**config.mk**
```make
export PLATFORM = sky130hd
export DESIGN_NAME = skbc_round_stage
export DESIGN_NICKNAME = d
export VERILOG_FILES = /design/src/rtl/skbc_pkg.sv /design/src/rtl/skbc_round_stage.sv
export SDC_FILE = /design/constraint.sdc
export NUM_CORES = 1
export LEC_CHECK = 0
export ABC_AREA = 1
export ABC_CLOCK_PERIOD_IN_PS = 800
export BUFFER_PORTS_ARGS = -buffer_cell sky130_fd_sc_hd__buf_2
export CORE_AREA = 2 2 400 402
export CTS_CLUSTER_SIZE = 28
export DETAILED_ROUTE_END_ITERATION = 8
export DIE_AREA = 0 0 402 404
export HOLD_SLACK_MARGIN = 0.02
export PLACE_DENSITY_LB_ADDON = 0.25
export RECOVER_POWER = 100
export SYNTH_ARGS = -nofsm -noshare
export SYNTH_HDL_FRONTEND = slang
export SYNTH_SLANG_ARGS = --single-unit
```
**constraint.sdc**
```tcl
create_clock -name clk -period 0.8 [get_ports clk]
set_input_delay 0.04 -clock clk [delete_from_list [all_inputs] [get_ports clk]]
set_output_delay 0.04 -clock clk [all_outputs]
set_load 0.01 [all_outputs]
```
**src/rtl/skbc_pkg.sv**
```systemverilog
// Types, constants and round functions for the SKINNY-128-384 cipher.
// Used by every module of the block; no dependencies.
package skbc_pkg;

	localparam int unsigned ROUND_COUNT_DEF = 56;
	localparam int unsigned CFG_IDX_W = 3;

	// Configuration register indexes
	localparam logic [CFG_IDX_W-1:0] REG_TK1_LO = 3'd0;
	localparam logic [CFG_IDX_W-1:0] REG_TK1_HI = 3'd1;
	localparam logic [CFG_IDX_W-1:0] REG_TK2_LO = 3'd2;
	localparam logic [CFG_IDX_W-1:0] REG_TK2_HI = 3'd3;
	localparam logic [CFG_IDX_W-1:0] REG_TK3_LO = 3'd4;
	localparam logic [CFG_IDX_W-1:0] REG_TK3_HI = 3'd5;

	// Constant row-2 round constant
	localparam logic [7:0] RC_ROW2 = 8'h02;
	localparam logic [5:0] RC_MASK = 6'h3F;

	// 16 byte cells, cell i at bits 8i (matches {high, low} word packing)
	typedef logic [15:0][7:0] blk_t;

	typedef struct packed {
		logic dec;
		blk_t st;
		blk_t t1;
		blk_t t2;
		blk_t t3;
	} pipe_t;

	// Tweakey cell permutation
	localparam logic [3:0] TK_PERM [16] = '{
		4'd9, 4'd15, 4'd8, 4'd13, 4'd10, 4'd14, 4'd12, 4'd11,
		4'd0, 4'd1, 4'd2, 4'd3, 4'd4, 4'd5, 4'd6, 4'd7
	};

	// Round constant LFSR value used in round n (elaboration only)
	function automatic logic [5:0] rc_at(input int unsigned n);
		logic [5:0] rc;
		rc = '0;
		for (int unsigned k = 0; k <= n; k++) begin
			rc = {rc[4:0], 1'b0} ^ {5'd0, rc[5] ^ rc[4] ^ 1'b1};
			rc = rc & RC_MASK;
		end
		return rc;
	endfunction

	function automatic logic [7:0] nor_layer(input logic [7:0] x);
		logic [7:0] y;
		y = x;
		y[4] = y[4] ^ ~(y[7] | y[6]);
		y[0] = y[0] ^ ~(y[3] | y[2]);
		return y;
	endfunction

	function automatic logic [7:0] wire_layer(input logic [7:0] x);
		return {x[2], x[1], x[7], x[6], x[4], x[0], x[3], x[5]};
	endfunction

	function automatic logic [7:0] wire_layer_inv(input logic [7:0] y);
		logic [7:0] x;
		x[2] = y[7];
		x[1] = y[6];
		x[7] = y[5];
		x[6] = y[4];
		x[4] = y[3];
		x[0] = y[2];
		x[3] = y[1];
		x[5] = y[0];
		return x;
	endfunction

	function automatic logic [7:0] sbox_fwd(input logic [7:0] x);
		logic [7:0] y;
		y = x;
		for (int k = 0; k < 3; k++) y = wire_layer(nor_layer(y));
		y = nor_layer(y);
		return {y[7:3], y[1], y[2], y[0]};
	endfunction

	// nor_layer is its own inverse
	function automatic logic [7:0] sbox_inv(input logic [7:0] x);
		logic [7:0] y;
		y = {x[7:3], x[1], x[2], x[0]};
		y = nor_layer(y);
		for (int k = 0; k < 3; k++) y = nor_layer(wire_layer_inv(y));
		return y;
	endfunction

	function automatic logic [7:0] lfsr2(input logic [7:0] x);
		return {x[6:0], x[7] ^ x[5]};
	endfunction

	function automatic logic [7:0] lfsr2_inv(input logic [7:0] y);
		return {y[0] ^ y[6], y[7:1]};
	endfunction

	function automatic logic [7:0] lfsr3(input logic [7:0] x);
		return {x[0] ^ x[6], x[7:1]};
	endfunction

	function automatic logic [7:0] lfsr3_inv(input logic [7:0] y);
		return {y[6:0], y[7] ^ y[5]};
	endfunction

	// One step of the tweakey schedule: permute cells, LFSR top rows
	function automatic pipe_t tk_step(input pipe_t p);
		pipe_t q;
		q = p;
		for (int i = 0; i < 16; i++) begin
			q.t1[i] = p.t1[TK_PERM[i]];
			q.t2[i] = p.t2[TK_PERM[i]];
			q.t3[i] = p.t3[TK_PERM[i]];
		end
		for (int i = 0; i < 8; i++) begin
			q.t2[i] = lfsr2(q.t2[i]);
			q.t3[i] = lfsr3(q.t3[i]);
		end
		return q;
	endfunction

	// Inverse step: undo the LFSRs, then the permutation
	function automatic pipe_t tk_step_inv(input pipe_t p);
		pipe_t q;
		blk_t a2;
		blk_t a3;
		q = p;
		a2 = p.t2;
		a3 = p.t3;
		for (int i = 0; i < 8; i++) begin
			a2[i] = lfsr2_inv(p.t2[i]);
			a3[i] = lfsr3_inv(p.t3[i]);
		end
		for (int i = 0; i < 16; i++) begin
			q.t1[TK_PERM[i]] = p.t1[i];
			q.t2[TK_PERM[i]] = a2[i];
			q.t3[TK_PERM[i]] = a3[i];
		end
		return q;
	endfunction

	// Add round constants and round tweakey
	function automatic blk_t add_key(input blk_t s, input pipe_t k, input logic [5:0] rc);
		blk_t o;
		o = s;
		o[0] = o[0] ^ {4'd0, rc[3:0]};
		o[4] = o[4] ^ {6'd0, rc[5:4]};
		o[8] = o[8] ^ RC_ROW2;
		for (int i = 0; i < 8; i++) o[i] = o[i] ^ k.t1[i] ^ k.t2[i] ^ k.t3[i];
		return o;
	endfunction

	function automatic blk_t round_enc(input blk_t s_in, input pipe_t k, input logic [5:0] rc);
		blk_t s;
		blk_t o;
		blk_t r;
		logic [7:0] a, b, c, d;
		for (int i = 0; i < 16; i++) s[i] = sbox_fwd(s_in[i]);
		s = add_key(s, k, rc);
		for (int i = 0; i < 16; i++) o[(i & 12) | (((i & 3) + (i >> 2)) & 3)] = s[i];
		for (int i = 0; i < 4; i++) begin
			a = o[i];
			b = o[4+i] ^ o[8+i];
			c = o[8+i] ^ a;
			d = o[12+i] ^ c;
			r[i] = d;
			r[4+i] = a;
			r[8+i] = b;
			r[12+i] = c;
		end
		return r;
	endfunction

	function automatic blk_t round_dec(input blk_t s_in, input pipe_t k, input logic [5:0] rc);
		blk_t o;
		blk_t s;
		logic [7:0] r2;
		for (int i = 0; i < 4; i++) begin
			r2 = s_in[12+i] ^ s_in[4+i];
			o[i] = s_in[4+i];
			o[4+i] = s_in[8+i] ^ r2;
			o[8+i] = r2;
			o[12+i] = s_in[i] ^ s_in[12+i];
		end
		for (int i = 0; i < 16; i++) s[i] = o[(i & 12) | (((i & 3) + (i >> 2)) & 3)];
		s = add_key(s, k, rc);
		for (int i = 0; i < 16; i++) s[i] = sbox_inv(s[i]);
		return s;
	endfunction

endpackage

```
**src/rtl/skbc_round_stage.sv**
```systemverilog
// One cipher round as a pipeline stage, encrypt or decrypt per beat.
// Depends on skbc_pkg.
module skbc_round_stage import skbc_pkg::*; #(
	parameter logic [5:0] RC_ENC = 6'd1,
	parameter logic [5:0] RC_DEC = 6'd1
) (
	input  logic  clk,
	input  logic  arst_n,
	input  logic  adv,
	input  logic  in_vld,
	input  pipe_t in_data,
	output logic  out_vld,
	output pipe_t out_data
);

	logic  vld_s1;
	pipe_t data_s1;
	pipe_t fwd;
	pipe_t bwd;
	pipe_t nxt;

	// encrypt uses the key then steps it; decrypt steps back then uses it
	always_comb begin
		fwd = tk_step(in_data);
		bwd = tk_step_inv(in_data);
		if (in_data.dec) begin
			nxt = bwd;
			nxt.st = round_dec(in_data.st, bwd, RC_DEC);
		end else begin
			nxt = fwd;
			nxt.st = round_enc(in_data.st, in_data, RC_ENC);
		end
	end

	always_ff @(posedge clk or negedge arst_n) begin
		if (!arst_n) begin
			vld_s1 <= 1'b0;
		end else if (adv) begin
			vld_s1 <= in_vld;
		end
	end

	always_ff @(posedge clk) begin
		if (adv) begin
			data_s1 <= nxt;
		end
	end

	assign out_vld  = vld_s1;
	assign out_data = data_s1;

endmodule

```
==> results.txt <==
The checks that failed: negative hold slack, negative setup slack. Flip-flop cell with the highest count after synthesis: edfxtp_1. The logs give 29.2% for the overall fraction of global-route tracks in use and 0 for the number of nets with antenna violations after detailed routing.

The post-route netlist has 49.7% of its cells at a drive strength greater than 1. Number of hold-slack violations in the final timing report: 1. Among cell families on the critical path, the largest total delay comes from flip-flops.

Sum of net half-perimeters after detailed placement: 207000 um. The logs give -0.724 ns for the worst setup slack after layout and 6.23% for the global-route track usage on met3. The slew at the pin with the worst max-slew slack was 0.840 ns; the number of cell rows was 146. The final design utilization is 41.3%, and the portion of the post-synthesis area used by sequential elements is 47.6%.

The run gives 0 as the number of max-slew violations in the final report. The number of antenna violations at the first check in global routing is 73, and the count of flip-flops with a built-in enable after synthesis is 513. Adding up every negative setup slack in the final design gives -583.74 ns.

Number of placed instances, taps included: 7986. The library cell used most frequently in the layout, excluding fill and tap cells, is nand2_1. For this design, the sink count on the clock tree is 514.

STA classifies the critical path endpoint as an output pin. The worst path uses 190% of the clock period. From left edge to right edge, the die measures 402 um. The pre-CTS setup slack is -1.58 ns, and the remaining global-route overflow is 0. Among all stages on the critical path, the largest delay is contributed by edfxtp_1.

Number of different library cells in the post-synthesis netlist: 38. The largest driver fanout on the critical path came out at 1. The floorplan step defined a core boundary enclosing 0.158 mm^2.

The share of async-settable or async-resettable flops after synthesis was 0.195%; the total leakage power was 29.7 nW. Routability-driven placement finished with a final weighted congestion of 0.974. After clock tree synthesis, the clock-pin slew on the worst setup and hold paths is 0.06 ns. Setup repair after global routing could not meet its margin everywhere.

The relative max-transition margin was 43.8%. TritonCTS built the clock tree. The die covers 0.162 mm^2. The total nets after synthesis is 4299.

The clock arrives with 0 ns of skew. Across the VDD grid, the largest voltage drop is 1.69 mV. From synthesis to final layout, the design area changed by 101%. Clock tree synthesis inserted a total of 71 buffers. Global routing consumed, on the met2 layer, 53.4% of the routing resources. Static timing analysis puts the maximum clock frequency at 656 MHz. The tools report the DRC violation total after the first TritonRoute iteration as 2405. The later pin in the worst-skew pair is clocked with a latency of 0.69 ns. In the final routed layout, each cell accounts on average for 28.2 um.

Traced cell by cell, the critical path runs through buf_2. For this design the top-level I/O count stands at 1031. The number of nets at the end of the flow came out at 7067.

After synthesis the netlist holds a flip-flop and latch count of 514. The delay of the slowest cell on the worst path was 0.59 ns; the largest net degree at the start of global routing was 54. The number of buffer and inverter instances along the worst setup path is 1, and the setup-violating endpoint count in the final report is 1207. The final cell area excluding filler cells is 0.0652 mm^2. The run gives 320000 um as the global-route wire length before repair. The class of the worst hold path was in2reg. The via count of the first global-routing pass was 39200; the warning count from the yosys run was 0. The run gives 1.48 ns as the data arrival time of the critical path. The routed via count divided by cell count came out at 4.44. The critical path is of the reg2out type. The initial core utilization came out at 20.5%. The run gives 0 as the remaining routing DRC violations.

The die height is 404 um, and the gate count of the mapped netlist is 3782. The tools report the via total after detailed routing as 38600. The tools report the total wire length as 245000 um.

Post-route total power: 125 mW. The placed instance area came out at 0.0507 mm^2. In this run the mean area of a mapped cell was 8.56 um^2. Excluding fillers, the count of instances in the completed layout stands at 8697. For the first-pass detailed-route iteration total, the log shows 7. The worst setup path is launched from a flip-flop. Across the run, the number of max-cap violations was 0. CTS placed an instance of clkbuf_16 at the clock tree root. The logs give 0.0324 mm^2 for the cell area after technology mapping and 30.9% for the met1 track demand over resource.

The run finished, with violations left. The global routing stage identified its most utilized layer as met2. STA puts the critical path data required time at 0.76 ns. Power density over the cells: 1910 mW/mm^2. For the finished layout, the period the worst path requires is 1.52 ns. The library cells used most frequently in the layout, excluding fill and tap cells, are nand2_1 (1069), buf_4 (961), buf_2 (710).

The clock passes through at most 3 buffers. The final-layout worst hold slack was -0.0430 ns. The number of H-tree levels was 3; the count of port buffers added during placement was 1030.
[area by class of cell]
class                           instances  area, um^2
Tap cell                             2072        2590
Fill cell                           16000       92600
Inverter                              301        1240
Clock buffer                           84        1900
Antenna cell                           20        50.0
Clock inverter                         44         433
Sequential cell                       514       15400
Timing Repair Buffer                 2817       22100
Multi-Input combinational cell       2845       21400
[metal layers]
layer | share of wire (%) | vias up
met1 | 36 | 18800
met2 | 51 | 1451
met5 | 0.18 | -
met3 | 6.0 | 482
met4 | 6.6 | 70
li1 | - | 17800
[kinds of logic after synthesis]
logic type / synth area share, %
AND/OR/NAND/NOR: 22.2
buffers and inverters: 5.07
flip-flops: 47.6
XOR/XNOR: 18.1
AO/OA/AOI/OAI: 6.57
multiplexers: 0.467
[what timing repair did]
action,CTS,global route
hold buffers,409,11
setup endpoints to repair,640,1183
endpoints found under the hold margin,559,49
buffers inserted,192,49
pin swaps,555,258
gates resized for setup,1365,384
[where the power goes]
group | internal (mW) | leakage, nW | switching, mW
Combinational | 25.7 | 23.5 | 30.4
Sequential | 33.8 | 5.02 | 1.84
Clock | 18.7 | 1.12 | 14.2
Total | 78.3 | 29.7 | 46.5
[worst paths after layout]
check	start	end	slack, ns	depth (start not counted)
min in group asynchronous	arst_n	out_vld	0.20	3
worst max-delay path	out_data[391]	out_data[391]	-0.72	1
worst min register to register	out_vld	out_vld	0.51	1
worst max register to register	out_vld	out_vld	0.06	1
max in group asynchronous	arst_n	out_vld	0.50	3
worst min-delay path	in_data[453]	out_data[471]	-0.04	5
[synth_stat cells (10+ instances only)]
cell type / instances / area share [%]
clkbuf_1: 98 / 1.1
o21ai_0: 353 / 5.5
nor2_1: 84 / 0.97
nand2_1: 1402 / 16
inv_1: 290 / 3.4
nand3_1: 208 / 3.2
xnor2_1: 299 / 8.1
o21ai_1: 11 / 0.17
o22ai_1: 13 / 0.25
xnor2_2: 18 / 0.90
xor2_2: 15 / 0.75
a21oi_1: 24 / 0.37
mux2i_1: 14 / 0.43
inv_2: 10 / 0.12
buf_2: 10 / 0.15
nor2_2: 13 / 0.25
xor2_1: 305 / 8.2
edfxtp_1: 513 / 48
nand3b_1: 31 / 0.72
nand2_2: 15 / 0.29
[state kept, by name, summed over array words and instances (netlist names)]
signal    flops
out_vld       1
out_data    513
No activity file was read; power rests on OpenSTA's default activity.
